File: src/hw/rtl/uart_key_frame_receiver_defines.svh
// Assertion macros shared by the key frame receiver RTL.
`ifndef UART_KEY_FRAME_RECEIVER_DEFINES_SVH
`define UART_KEY_FRAME_RECEIVER_DEFINES_SVH

`ifndef ASSERT_OFF

// a holds in a cycle -> c holds in the same cycle
`define ASSERT_IMPLIES(label, clk, rst_n, a, c) \
    label: assert property (@(posedge clk) disable iff (!(rst_n)) (a) |-> (c)) \
        else $error("ukfr assertion failed");

// a holds in a cycle -> c holds in the next cycle
`define ASSERT_NEXT(label, clk, rst_n, a, c) \
    label: assert property (@(posedge clk) disable iff (!(rst_n)) (a) |=> (c)) \
        else $error("ukfr assertion failed");

`else

`define ASSERT_IMPLIES(label, clk, rst_n, a, c)
`define ASSERT_NEXT(label, clk, rst_n, a, c)

`endif

`endif

File: src/hw/rtl/ukfr_pkg.sv
// Types, codes and helper functions of the key frame receiver.
`default_nettype none

package ukfr_pkg;

    localparam logic [2:0] KIND_RX    = 3'd0;
    localparam logic [2:0] KIND_TICK  = 3'd1;
    localparam logic [2:0] KIND_POLL  = 3'd2;
    localparam logic [2:0] KIND_CLEAR = 3'd3;
    localparam logic [2:0] KIND_READ  = 3'd4;

    localparam logic [2:0] CFG_START_BYTE   = 3'd0;
    localparam logic [2:0] CFG_END_BYTE     = 3'd1;
    localparam logic [2:0] CFG_ASCII_MODE   = 3'd2;
    localparam logic [2:0] CFG_COMMAND_CODE = 3'd3;
    localparam logic [2:0] CFG_TIMEOUT      = 3'd4;

    localparam logic [47:0] PAT_REQUEST   = "MS=02,";
    localparam logic [47:0] PAT_CONNECTED = "RS=02,";
    localparam logic [2:0]  MATCH_DONE    = 3'd6;

    localparam logic [7:0] KEY_LIMIT = 8'h80;

    typedef struct packed {
        logic [2:0] kind;
        logic [7:0] rx_byte;
        logic [3:0] addr_select;
    } t_item;

    typedef struct packed {
        logic [7:0]  start_byte;
        logic [7:0]  end_byte;
        logic        ascii_mode;
        logic [7:0]  command_code;
        logic [15:0] connect_timeout;
    } t_cfg;

    localparam t_cfg CFG_RESET = '{
        start_byte:      8'd2,
        end_byte:        8'd3,
        ascii_mode:      1'b0,
        command_code:    8'd0,
        connect_timeout: 16'd600
    };

    typedef struct packed {
        logic       key_ready;
        logic [7:0] key_value;
        logic [7:0] extra_key;
        logic [7:0] ctrl_type;
    } t_key_status;

    typedef struct packed {
        logic       should_connect;
        logic       connected;
        logic       connect_request;
        logic [3:0] addr_count;
        logic [7:0] addr_byte;
    } t_link_status;

    // hex character to nibble, anything else reads as zero
    function automatic logic [3:0] hex_val(input logic [7:0] c);
        logic [7:0] d;
        d = 8'h00;
        if (c >= 8'h30 && c <= 8'h39) begin
            d = c - 8'h30;
        end else if (c >= 8'h41 && c <= 8'h46) begin
            d = c - 8'h37;
        end else if (c >= 8'h61 && c <= 8'h66) begin
            d = c - 8'h57;
        end
        return d[3:0];
    endfunction

    // one step of the pattern matcher; a step at or past the end falls back to 0
    function automatic logic [2:0] match_next(input logic [47:0] pat,
                                              input logic [2:0]  step,
                                              input logic [7:0]  b);
        logic [7:0] ch;
        logic       in_range;
        in_range = 1'b1;
        case (step)
            3'd0: ch = pat[47:40];
            3'd1: ch = pat[39:32];
            3'd2: ch = pat[31:24];
            3'd3: ch = pat[23:16];
            3'd4: ch = pat[15:8];
            3'd5: ch = pat[7:0];
            default: begin
                ch       = 8'h00;
                in_range = 1'b0;
            end
        endcase
        return (in_range && ch == b) ? step + 3'd1 : 3'd0;
    endfunction

endpackage

`default_nettype wire

File: src/hw/rtl/ukfr_frame.sv
// Frame collector and key decoder of the key frame receiver.
`default_nettype none

module ukfr_frame #(
    parameter int FRAME_DEPTH = 16
) (
    input  wire                   i_clk,
    input  wire                   i_rst_n,
    input  wire                   i_fire,
    input  ukfr_pkg::t_item       i_item,
    input  ukfr_pkg::t_cfg        i_cfg,
    output ukfr_pkg::t_key_status o_status
);

    localparam int IW   = $clog2(FRAME_DEPTH);
    localparam int KEPT = 4;    // only the first four frame bytes are ever decoded

    logic [7:0]    r_store [KEPT];
    logic [IW-1:0] r_index;
    logic          r_key_ready;
    logic [7:0]    r_key;
    logic [7:0]    r_extra;
    logic [7:0]    r_ctrl;

    logic [7:0]    n_store [KEPT];
    logic [IW-1:0] n_index;
    logic          n_key_ready;
    logic [7:0]    n_key;
    logic [7:0]    n_extra;
    logic [7:0]    n_ctrl;

    logic [7:0]    cmd;

    always_comb begin
        n_store     = r_store;
        n_index     = r_index;
        n_key_ready = r_key_ready;
        n_key       = r_key;
        n_extra     = r_extra;
        n_ctrl      = r_ctrl;
        cmd = {ukfr_pkg::hex_val(r_store[0]), ukfr_pkg::hex_val(r_store[1])};
        case (i_item.kind)
            ukfr_pkg::KIND_RX: begin
                if (i_item.rx_byte == i_cfg.start_byte) begin
                    n_index = '0;
                end else if (i_item.rx_byte == i_cfg.end_byte) begin
                    if (!i_cfg.ascii_mode) begin
                        n_ctrl  = r_store[0];
                        n_key   = r_store[1];
                        n_extra = r_store[2];
                        if (r_store[1] < ukfr_pkg::KEY_LIMIT) begin
                            n_key_ready = 1'b1;
                        end
                    end else if (cmd == i_cfg.command_code) begin
                        n_key = {ukfr_pkg::hex_val(r_store[2]),
                                 ukfr_pkg::hex_val(r_store[3])};
                        n_key_ready = 1'b1;
                    end
                end else begin
                    if (9'(r_index) < 9'(KEPT)) begin
                        n_store[r_index[1:0]] = i_item.rx_byte;
                    end
                    n_index = (r_index == IW'(FRAME_DEPTH - 1)) ? '0 : r_index + 1'b1;
                end
            end
            ukfr_pkg::KIND_CLEAR: begin
                n_key_ready = 1'b0;
            end
            default: ;
        endcase
    end

    always_ff @(posedge i_clk) begin
        if (!i_rst_n) begin
            for (int i = 0; i < KEPT; i++) begin
                r_store[i] <= 8'h00;
            end
            r_index     <= '0;
            r_key_ready <= 1'b0;
            r_key       <= 8'h00;
            r_extra     <= 8'h00;
            r_ctrl      <= 8'h00;
        end else if (i_fire) begin
            r_store     <= n_store;
            r_index     <= n_index;
            r_key_ready <= n_key_ready;
            r_key       <= n_key;
            r_extra     <= n_extra;
            r_ctrl      <= n_ctrl;
        end
    end

    assign o_status.key_ready = n_key_ready;
    assign o_status.key_value = n_key;
    assign o_status.extra_key = n_extra;
    assign o_status.ctrl_type = n_ctrl;

endmodule

`default_nettype wire

File: src/hw/rtl/ukfr_link.sv
// Link matcher, address capture and connect timeout of the key frame receiver.
`default_nettype none

`include "uart_key_frame_receiver_defines.svh"

module ukfr_link #(
    parameter int ADDR_BYTES = 12
) (
    input  wire                    i_clk,
    input  wire                    i_rst_n,
    input  wire                    i_fire,
    input  ukfr_pkg::t_item        i_item,
    input  ukfr_pkg::t_cfg         i_cfg,
    output ukfr_pkg::t_link_status o_status
);

    localparam int CW = $clog2(ADDR_BYTES + 1);
    localparam int AW = (ADDR_BYTES > 1) ? $clog2(ADDR_BYTES) : 1;

    logic [7:0]    r_store [ADDR_BYTES];
    logic [CW-1:0] r_count;
    logic          r_pending;
    logic          r_connected;
    logic [2:0]    r_step;
    logic [15:0]   r_tick;

    logic [7:0]    n_store [ADDR_BYTES];
    logic [CW-1:0] n_count;
    logic          n_pending;
    logic          n_connected;
    logic [2:0]    n_step;
    logic [15:0]   n_tick;

    logic          request;
    logic [7:0]    abyte;
    logic [4:0]    count_ext;

    always_comb begin
        n_store     = r_store;
        n_count     = r_count;
        n_pending   = r_pending;
        n_connected = r_connected;
        n_step      = r_step;
        n_tick      = r_tick;
        request     = 1'b0;
        abyte       = 8'h00;
        case (i_item.kind)
            ukfr_pkg::KIND_RX: begin
                if (r_pending && 5'(r_count) < 5'(ADDR_BYTES)) begin
                    n_store[r_count[AW-1:0]] = i_item.rx_byte;
                    n_count = r_count + 1'b1;
                end
                // both matchers share one step counter
                if (!r_pending) begin
                    n_step = ukfr_pkg::match_next(ukfr_pkg::PAT_REQUEST, n_step,
                                                  i_item.rx_byte);
                    if (n_step == ukfr_pkg::MATCH_DONE) begin
                        n_pending = 1'b1;
                        n_tick    = 16'h0000;
                        n_count   = '0;
                        n_step    = 3'd0;
                    end
                end
                if (n_pending) begin
                    n_step = ukfr_pkg::match_next(ukfr_pkg::PAT_CONNECTED, n_step,
                                                  i_item.rx_byte);
                    if (n_step == ukfr_pkg::MATCH_DONE) begin
                        n_connected = 1'b1;
                    end
                end
            end
            ukfr_pkg::KIND_TICK: begin
                if (r_tick != 16'hFFFF) begin
                    n_tick = r_tick + 16'd1;
                end
            end
            ukfr_pkg::KIND_POLL: begin
                if (r_pending && !r_connected && r_tick >= i_cfg.connect_timeout) begin
                    n_pending = 1'b0;
                    request   = 1'b1;
                end
            end
            ukfr_pkg::KIND_READ: begin
                if (5'(i_item.addr_select) < 5'(ADDR_BYTES)) begin
                    abyte = r_store[i_item.addr_select[AW-1:0]];
                end
            end
            default: ;
        endcase
    end

    always_ff @(posedge i_clk) begin
        if (!i_rst_n) begin
            for (int i = 0; i < ADDR_BYTES; i++) begin
                r_store[i] <= 8'h00;
            end
            r_count     <= '0;
            r_pending   <= 1'b0;
            r_connected <= 1'b0;
            r_step      <= 3'd0;
            r_tick      <= 16'h0000;
        end else if (i_fire) begin
            r_store     <= n_store;
            r_count     <= n_count;
            r_pending   <= n_pending;
            r_connected <= n_connected;
            r_step      <= n_step;
            r_tick      <= n_tick;
        end
    end

    assign count_ext = 5'(n_count);

    assign o_status.should_connect  = n_pending;
    assign o_status.connected       = n_connected;
    assign o_status.connect_request = request;
    assign o_status.addr_count      = count_ext[3:0];
    assign o_status.addr_byte       = abyte;

    // a poll only fires while unconnected, so connected keeps the request pending
    `ASSERT_IMPLIES(a_conn_pending, i_clk, i_rst_n, r_connected, r_pending)
    `ASSERT_IMPLIES(a_count_max, i_clk, i_rst_n, 1'b1, 5'(r_count) <= 5'(ADDR_BYTES))
    `ASSERT_NEXT(a_poll_drops, i_clk, i_rst_n, i_fire && request, !r_pending)

endmodule

`default_nettype wire

File: src/hw/rtl/uart_key_frame_receiver.sv
// Top level of the UART key frame receiver: input stage, result stage, config registers.
//
// Usage:
//   Input channel (i_valid / o_stall) carries one item: a received byte, a timer
//   tick, a connect poll, a key-ready clear or an address byte read (i_kind).
//   Each item produces exactly one result on the output channel (o_valid /
//   i_stall) with the key status, link status and the selected address byte.
//   Configuration (start/end byte, ASCII mode, command code, connect timeout) is
//   written on the i_cfg_* channel, which is always ready; write it only idle.
//   An item taken is held in the input register, then its result is written to
//   the result register and can be taken from there (input register, then result
//   register). Throughput: one item per cycle while the receiver does not hold
//   i_stall; the update of all state is a single pass of compare logic between the two registers.
//   When the receiver holds i_stall, the result register holds, the input
//   register still takes one more item, then o_stall rises until a slot frees.
//   Reset (i_rst_n low, synchronous) clears both stages, all key and link state
//   and the stored frame and address bytes, and restores the register defaults.
`default_nettype none

`include "uart_key_frame_receiver_defines.svh"

module uart_key_frame_receiver #(
    parameter int FRAME_DEPTH = 16,
    parameter int ADDR_BYTES  = 12
) (
    input  wire         i_clk,
    input  wire         i_rst_n,

    input  wire         i_cfg_valid,
    output logic        o_cfg_ready,
    input  wire  [2:0]  i_cfg_index,
    input  wire  [15:0] i_cfg_data,

    input  wire         i_valid,
    output logic        o_stall,
    input  wire  [2:0]  i_kind,
    input  wire  [7:0]  i_rx_byte,
    input  wire  [3:0]  i_addr_select,

    output logic        o_valid,
    input  wire         i_stall,
    output logic        o_key_ready,
    output logic [7:0]  o_key_value,
    output logic [7:0]  o_extra_key,
    output logic [7:0]  o_ctrl_type,
    output logic        o_should_connect,
    output logic        o_connected,
    output logic        o_connect_request,
    output logic [3:0]  o_addr_count,
    output logic [7:0]  o_addr_byte
);

    ukfr_pkg::t_cfg         r_cfg;
    logic                   r_in_valid;
    ukfr_pkg::t_item        r_in_item;
    logic                   r_out_valid;
    ukfr_pkg::t_key_status  r_out_key;
    ukfr_pkg::t_link_status r_out_link;

    ukfr_pkg::t_key_status  key_next;
    ukfr_pkg::t_link_status link_next;
    logic                   advance;
    logic                   accept;

    assign advance = r_in_valid && (!r_out_valid || !i_stall);
    assign o_stall = r_in_valid && !advance;
    assign accept  = i_valid && !o_stall;

    assign o_cfg_ready = 1'b1;

    always_ff @(posedge i_clk) begin
        if (!i_rst_n) begin
            r_cfg <= ukfr_pkg::CFG_RESET;
        end else if (i_cfg_valid && o_cfg_ready) begin
            case (i_cfg_index)
                ukfr_pkg::CFG_START_BYTE:   r_cfg.start_byte      <= i_cfg_data[7:0];
                ukfr_pkg::CFG_END_BYTE:     r_cfg.end_byte        <= i_cfg_data[7:0];
                ukfr_pkg::CFG_ASCII_MODE:   r_cfg.ascii_mode      <= i_cfg_data[0];
                ukfr_pkg::CFG_COMMAND_CODE: r_cfg.command_code    <= i_cfg_data[7:0];
                ukfr_pkg::CFG_TIMEOUT:      r_cfg.connect_timeout <= i_cfg_data;
                default: ;
            endcase
        end
    end

    always_ff @(posedge i_clk) begin
        if (!i_rst_n) begin
            r_in_valid <= 1'b0;
        end else if (accept) begin
            r_in_valid <= 1'b1;
        end else if (advance) begin
            r_in_valid <= 1'b0;
        end
    end

    always_ff @(posedge i_clk) begin
        if (accept) begin
            r_in_item.kind        <= i_kind;
            r_in_item.rx_byte     <= i_rx_byte;
            r_in_item.addr_select <= i_addr_select;
        end
    end

    ukfr_frame #(
        .FRAME_DEPTH (FRAME_DEPTH)
    ) u_frame (
        .i_clk    (i_clk),
        .i_rst_n  (i_rst_n),
        .i_fire   (advance),
        .i_item   (r_in_item),
        .i_cfg    (r_cfg),
        .o_status (key_next)
    );

    ukfr_link #(
        .ADDR_BYTES (ADDR_BYTES)
    ) u_link (
        .i_clk    (i_clk),
        .i_rst_n  (i_rst_n),
        .i_fire   (advance),
        .i_item   (r_in_item),
        .i_cfg    (r_cfg),
        .o_status (link_next)
    );

    always_ff @(posedge i_clk) begin
        if (!i_rst_n) begin
            r_out_valid <= 1'b0;
        end else if (advance) begin
            r_out_valid <= 1'b1;
        end else if (!i_stall) begin
            r_out_valid <= 1'b0;
        end
    end

    always_ff @(posedge i_clk) begin
        if (advance) begin
            r_out_key  <= key_next;
            r_out_link <= link_next;
        end
    end

    assign o_valid           = r_out_valid;
    assign o_key_ready       = r_out_key.key_ready;
    assign o_key_value       = r_out_key.key_value;
    assign o_extra_key       = r_out_key.extra_key;
    assign o_ctrl_type       = r_out_key.ctrl_type;
    assign o_should_connect  = r_out_link.should_connect;
    assign o_connected       = r_out_link.connected;
    assign o_connect_request = r_out_link.connect_request;
    assign o_addr_count      = r_out_link.addr_count;
    assign o_addr_byte       = r_out_link.addr_byte;

    // a reconnect pulse always comes with the pending request dropped
    `ASSERT_IMPLIES(a_req_drops, i_clk, i_rst_n, r_out_valid && r_out_link.connect_request, !r_out_link.should_connect)
    // a full input stage behind a stalled result must push back
    `ASSERT_IMPLIES(a_backpressure, i_clk, i_rst_n, r_in_valid && r_out_valid && i_stall, o_stall)

endmodule

`default_nettype wire
File: config.mk
export PLATFORM = sky130hd
export DESIGN_NAME = uart_key_frame_receiver
export DESIGN_NICKNAME = d
export VERILOG_FILES = /design/src/hw/rtl/ukfr_pkg.sv /design/src/hw/rtl/ukfr_frame.sv /design/src/hw/rtl/ukfr_link.sv /design/src/hw/rtl/uart_key_frame_receiver.sv
export VERILOG_INCLUDE_DIRS = /design/src /design/src/hw/rtl
export SDC_FILE = /design/constraint.sdc
export NUM_CORES = 1
export LEC_CHECK = 0
export ABC_AREA = 1
export BUFFER_PORTS_ARGS = -buffer_cell sky130_fd_sc_hd__buf_2
export CAP_MARGIN = 30
export CORE_MARGIN = 5
export CORE_UTILIZATION = 29
export DETAILED_ROUTE_END_ITERATION = 8
export GPL_TIMING_DRIVEN = 0
export SYNTH_ARGS = -nofsm -noshare
export SYNTH_HDL_FRONTEND = slang
export SYNTH_SLANG_ARGS = --single-unit
File: constraint.sdc
create_clock -name i_clk -period 3.65 [get_ports i_clk]
set_input_delay 0.365 -clock i_clk [delete_from_list [all_inputs] [get_ports i_clk]]
set_output_delay 0.365 -clock i_clk [all_outputs]
set_load 0.005 [all_outputs]
==> results of run 1 <==
## stage by stage
step,cell area (sq um),TNS [ns],std cells
after floorplan,13800,0,1780
after global placement,15000,-1.81,2474
after detailed placement,15000,-0.269,2475
after CTS,16200,0,2544
after global routing,16300,-0.0272,2551
final,16300,0,2551
## logic make-up after synthesis
group | share of synthesized area
compound gates | 0.227
other cells | 0.000272
fa+ha+maj | 0.0471
xor+xnor | 0.0121
buf+inv | 0.109
flops | 0.446
simple gates | 0.158
## path summary, 6_finish.rpt
path	end	slack [ns]	cells past startpoint
hold reg to reg	u_link.r_store[39]	0.44	2
hold / removal	r_in_item[7]	0.02	1
setup reg to reg	u_link.r_connected	0.30	29
setup / recovery	u_link.r_connected	0.30	29
## sequential cells by signal (all words and copies together) (netlist names), 15 cells and up
| name | flops |
|---|---|
| u_link.r_store | 96 |
| r_cfg | 41 |
| u_frame.r_store | 32 |
| u_link.r_tick | 16 |
| r_in_item | 15 |
## layer usage
metal / up-vias / wire length (um) / GRT usage
li1: 6201 / - / -
met1: 5746 / 18400 / 0.205
met2: 380 / 18000 / 0.239
met3: 80 / 2590 / 0.0285
met4: 0 / 1280 / 0.0510
met5: - / 0 / 0
## repair_timing
action / in CTS / in global routing
pin swaps: 0 / 6
resized for setup: 4 / 18
setup buffers: 0 / 7
gates cloned: 0 / 0
hold endpoints to repair: 9 / 0
hold buffers: 9 / 0
setup endpoints to repair: 4 / 5
## worst max-delay path, delay by kind of cell (launching register included)
family          cells  cell delay [ns]
simple gates       19             1.68
fa+ha+maj           3             0.69
buf+inv             5             0.37
flops               1             0.33
compound gates      2             0.20
## placed cells by master (no fill, tap or decap), drive strengths merged, types with 2 or more instances in the layout
cell         instances
buf                106
nor3                10
a31oi                2
bufinv               2
nand3b               3
inv                289
clkinv              14
a21oi              272
a211oi               8
nor2               112
clkbuf             115
and3                 3
dfxtp              225
edfxtp              55
o21bai               2
or2                  8
nand3               93
xnor2                5
o211ai               9
dlygate4sd3          9
nor4                 7
o2111ai              2
nand2              190
nand4               25
ha                  52
o22ai                2
o21ai              294
xor2                14
## power by group
group          switching [mW]  internal (mW)
clock network            1.38           1.98
registers              0.0382           3.24
logic                   0.409          0.185
total                    1.83           5.40
## layout make-up
class                      count  area share
sequential                   280       0.378
timing repair buffer          96      0.0342
tap                          615      0.0472
clock buffer                  46      0.0581
clock inverter                14     0.00913
multi-input combinational   1121       0.381
buffer                        88      0.0245
inverter                     291      0.0680
==> reports/summary.txt, run 1 <==
# setup viols final: 0
Achievable frequency: 299 MHz
Register area share after synthesis: 0.446
WP data required: 4.11 ns
CTS root buf: clkbuf_16
Post-synth EDFFs: 55
CP Launch Point: u_link.r_step[2]
Hold path start: i_rx_byte[3]
Finished Core Util: 0.344
Final Net Count: 2003
Worst slew pin tran: 0.930 ns
DR DRC count: 0
Syn_nets: 1871
Top cells by area, synth: dfxtp_1, edfxtp_1, a21oi_1
Port bufs: 79
PwrDens: 444 nW/um^2
Syn Inst Count: 1780
Vias in the first global route: 11600
Number of I/O pins: 82
Routability cong.: 0.907
Hpwl dp: 29900 um
Post-Route Skew: 0.0257 ns
Worst min-delay path class: in2reg
Num CTS Buffers: 34
Avg Cell Area, Syn: 7.75 sq um
Initial antenna violation count: 0
Max Fanout on Critical Path: 6
Min Tclk post-route: 3.35 ns
PnR worst setup slack: 0.303 ns
Final Hold Vio Count: 0
Reg area: 6160 sq um
Most frequent cells after synthesis: inv_1, a21oi_1, o21ai_0, dfxtp_1, nand2_1
Final Cycle Share: 0.917
DIE AREA: 52100 sq um
Routed WL: 40300 um
Synthesis-to-layout area growth: 18.1%
Yosys warns: 0
Yosys top cell area share: 0.326
Status: finished clean
Slew Limit Fails: 0
Clk slew on worst S/H paths: 0.06 ns
CTS tree: done
Register bit total from synthesis: 280
Clk Latency, worst-skew pair: 0.55 ns
Synth Flop Type: dfxtp_1
Yosys cell types: 56
Worst slew margin: 0.380
Max Cap Viol: 0
Standard cell core area: 47400 sq um
Layout cells sized above 1: 0.128
Startpoint Class: register
Num rows: 80
Pwr Total: 7.23 mW
Die Ht: 228 um
Peak VDD IR: 0.000229 V
Largest net degree at the start of global routing: 41
N_diodes: 0
Multi-input gate area: 6200 sq um
Gr ovfl total: 0
DR pass1 iterations: 6
Crit end category: register
Clk sink count: 280
GRT Util Overall: 0.150
Post-Syn Area: 13800 sq um
Wire per inst: 15.8 um
Die width: 228 um
First-pass GRT wire length: 63400 um
Worst R2R Start: u_link.r_step[2]
Count leader, synth: inv_1
Initial Util: 0.291
1st-iter DRT viols: 1013
Fin Hold WS: 0.0238 ns
ANT nets after route: 0
Via count: 12400
Critical path's slowest cell: dfxtp_2
Critical Path AT: 3.80 ns
Post-placement setup slack: -0.0966 ns
H-tree Lvls: 2
Ys async rst share: 0
Kind of critical path: reg2reg
Fill cells: 5006
Clk buf depth: 3
Synth area leader: dfxtp_1
Static Leak: 6.47 nW
Slowest stage delay, CP: 0.33 ns
Via density: 4.86
Power figures use the tool's default switching activity.
==> inputs of run 2 (changes only) <==
Clock period 3.65 ns to 3.2 ns, I/O delays scaled along.
==> run 2 against run 1 <==
  * The flow now finishes with violations (negative setup slack)
  * Clock power grew 14%
  * Die area is the same
  * Worst setup slack lost 0.45 ns
  * Largest cell class unchanged
  * Largest power group unchanged
==> reports/summary.txt, run 2 (synthesis results as in run 1) <==
Status: complete, but fails checks
Failing checks: negative setup slack
Clk slew on worst S/H paths: 0.06 ns
Peak VDD IR: 0.000264 V
H-tree Lvls: 2
Post-placement setup slack: -0.547 ns
Slowest stage delay, CP: 0.36 ns
Clk Latency, worst-skew pair: 0.55 ns
GRT Util Overall: 0.152
Worst slew margin: 0.374
PnR worst setup slack: -0.144 ns
Clk sink count: 280
# setup viols final: 5
Standard cell core area: 47400 sq um
Vias in the first global route: 11700
CP most frequent cell: nor2_2
Design Area, Final: 16600 sq um
Routability cong.: 0.907
Pwr Total: 8.28 mW
Layout cells sized above 1: 0.141
Worst slew pin tran: 0.940 ns
Static Leak: 6.60 nW
1st-iter DRT viols: 982
DR pass1 iterations: 5
WP data required: 3.66 ns
Via count: 12600
Kind of critical path: reg2reg
Largest net degree at the start of global routing: 41
Wire per inst: 16.0 um
Worst R2R Setup Slack: -0.14 ns
Number of I/O pins: 82
Final Cycle Share: 1.05
Num CTS Buffers: 34
Min Tclk post-route: 3.34 ns
CTS tree: done
Slew Limit Fails: 0
Gr ovfl total: 0
PwrDens: 499 nW/um^2
Via density: 4.88
Top flop regs: u_link.r_store (96), r_cfg (41), u_frame.r_store (32)
DP Area: 15000 sq um
ANT nets after route: 0
First-pass GRT wire length: 64200 um
Startpoint Class: register
Achievable frequency: 299 MHz
Finished Core Util: 0.350
Synthesis-to-layout area growth: 20.2%
Setup_tns: -0.618 ns
Worst min-delay path class: in2reg
Die width: 228 um
Crit end category: register
Critical path's slowest cell: dfxtp_4
Max Cap Viol: 0
Top reg by flops: u_link.r_store
Initial Util: 0.291
Initial antenna violation count: 0
Num rows: 80
Critical Path AT: 3.80 ns
Die Ht: 228 um
Largest register FFs: 96
Commonest cells after routing, fill and taps aside: inv_1, a21oi_1, o21ai_0
Final Hold Vio Count: 0
N_diodes: 0
Hpwl dp: 29900 um
DR DRC count: 0
Routed WL: 41200 um
CTS root buf: clkbuf_16
RSZ-0062 raised after global routing: yes
Final Net Count: 2028
DIE AREA: 52100 sq um
Clk buf depth: 3
Max Fanout on Critical Path: 5
Port bufs: 79
Post-Route Skew: 0.0269 ns
[run 2: critical path: cells and delay by family (launching register included)]
kind	cells	cell delay, ns
AND/OR/NAND/NOR	19	1.68
buffers and inverters	6	0.52
adder cells (fa/ha/maj)	2	0.49
flip-flops	1	0.36
AO/OA/AOI/OAI	2	0.22
[run 2: area by class of cell]
class                           instances  area (sq um)
Buffer                                 88           399
Clock buffer                           46           947
Clock inverter                         14           149
Fill cell                            4959         30900
Inverter                              291          1110
Multi-Input combinational cell       1121          6280
Sequential cell                       280          6160
Tap cell                              615           769
Timing Repair Buffer                  121           767
[run 2: what timing repair did]
| action | in CTS | in global routing |
|---|---|---|
| endpoints found under the hold margin | 16 | 0 |
| hold buffers | 16 | 0 |
| gates resized for setup | 30 | 12 |
| buffers inserted | 19 | 6 |
| endpoints found under the setup margin | 5 | 5 |
| gates cloned | 0 | 0 |
| pin swaps | 10 | 11 |
[run 2: path summary, 6_finish.rpt]
check	startpoint	end	depth (start not counted)
max	u_link.r_step[1]	u_link.r_connected	29
min reg2reg	u_link.r_store[64]	u_link.r_store[64]	2
max reg2reg	u_link.r_step[1]	u_link.r_connected	29
min	i_valid	r_in_valid	3
[run 2: where the power goes]
part           switching [mW]  internal [mW]  leakage [nW]  total, mW
combinational           0.480          0.228          3.69      0.708
sequential             0.0434           3.69          2.36       3.73
clock                    1.58           2.26         0.544       3.84
total                    2.11           6.18          6.60       8.28
[run 2: through the flow]
stage | hold slack, ns | cells
2_1_floorplan | 0.419 | 1780
3_3_place_gp | 0.428 | 2474
3_5_place_dp | 0.432 | 2475
4_1_cts | 0.0351 | 2570
5_1_grt | 0.0690 | 2576
6_report | 0.0615 | 2576
[run 2: metal layers]
metal | up-vias | track usage | routed length, um | share of wire
met2 | 411 | 0.243 | 18500 | 0.45
met5 | - | 0 | 0 | 0
li1 | 6253 | - | - | -
met4 | 0 | 0.0529 | 1390 | 0.034
met3 | 90 | 0.0285 | 2710 | 0.066
met1 | 5819 | 0.206 | 18600 | 0.45
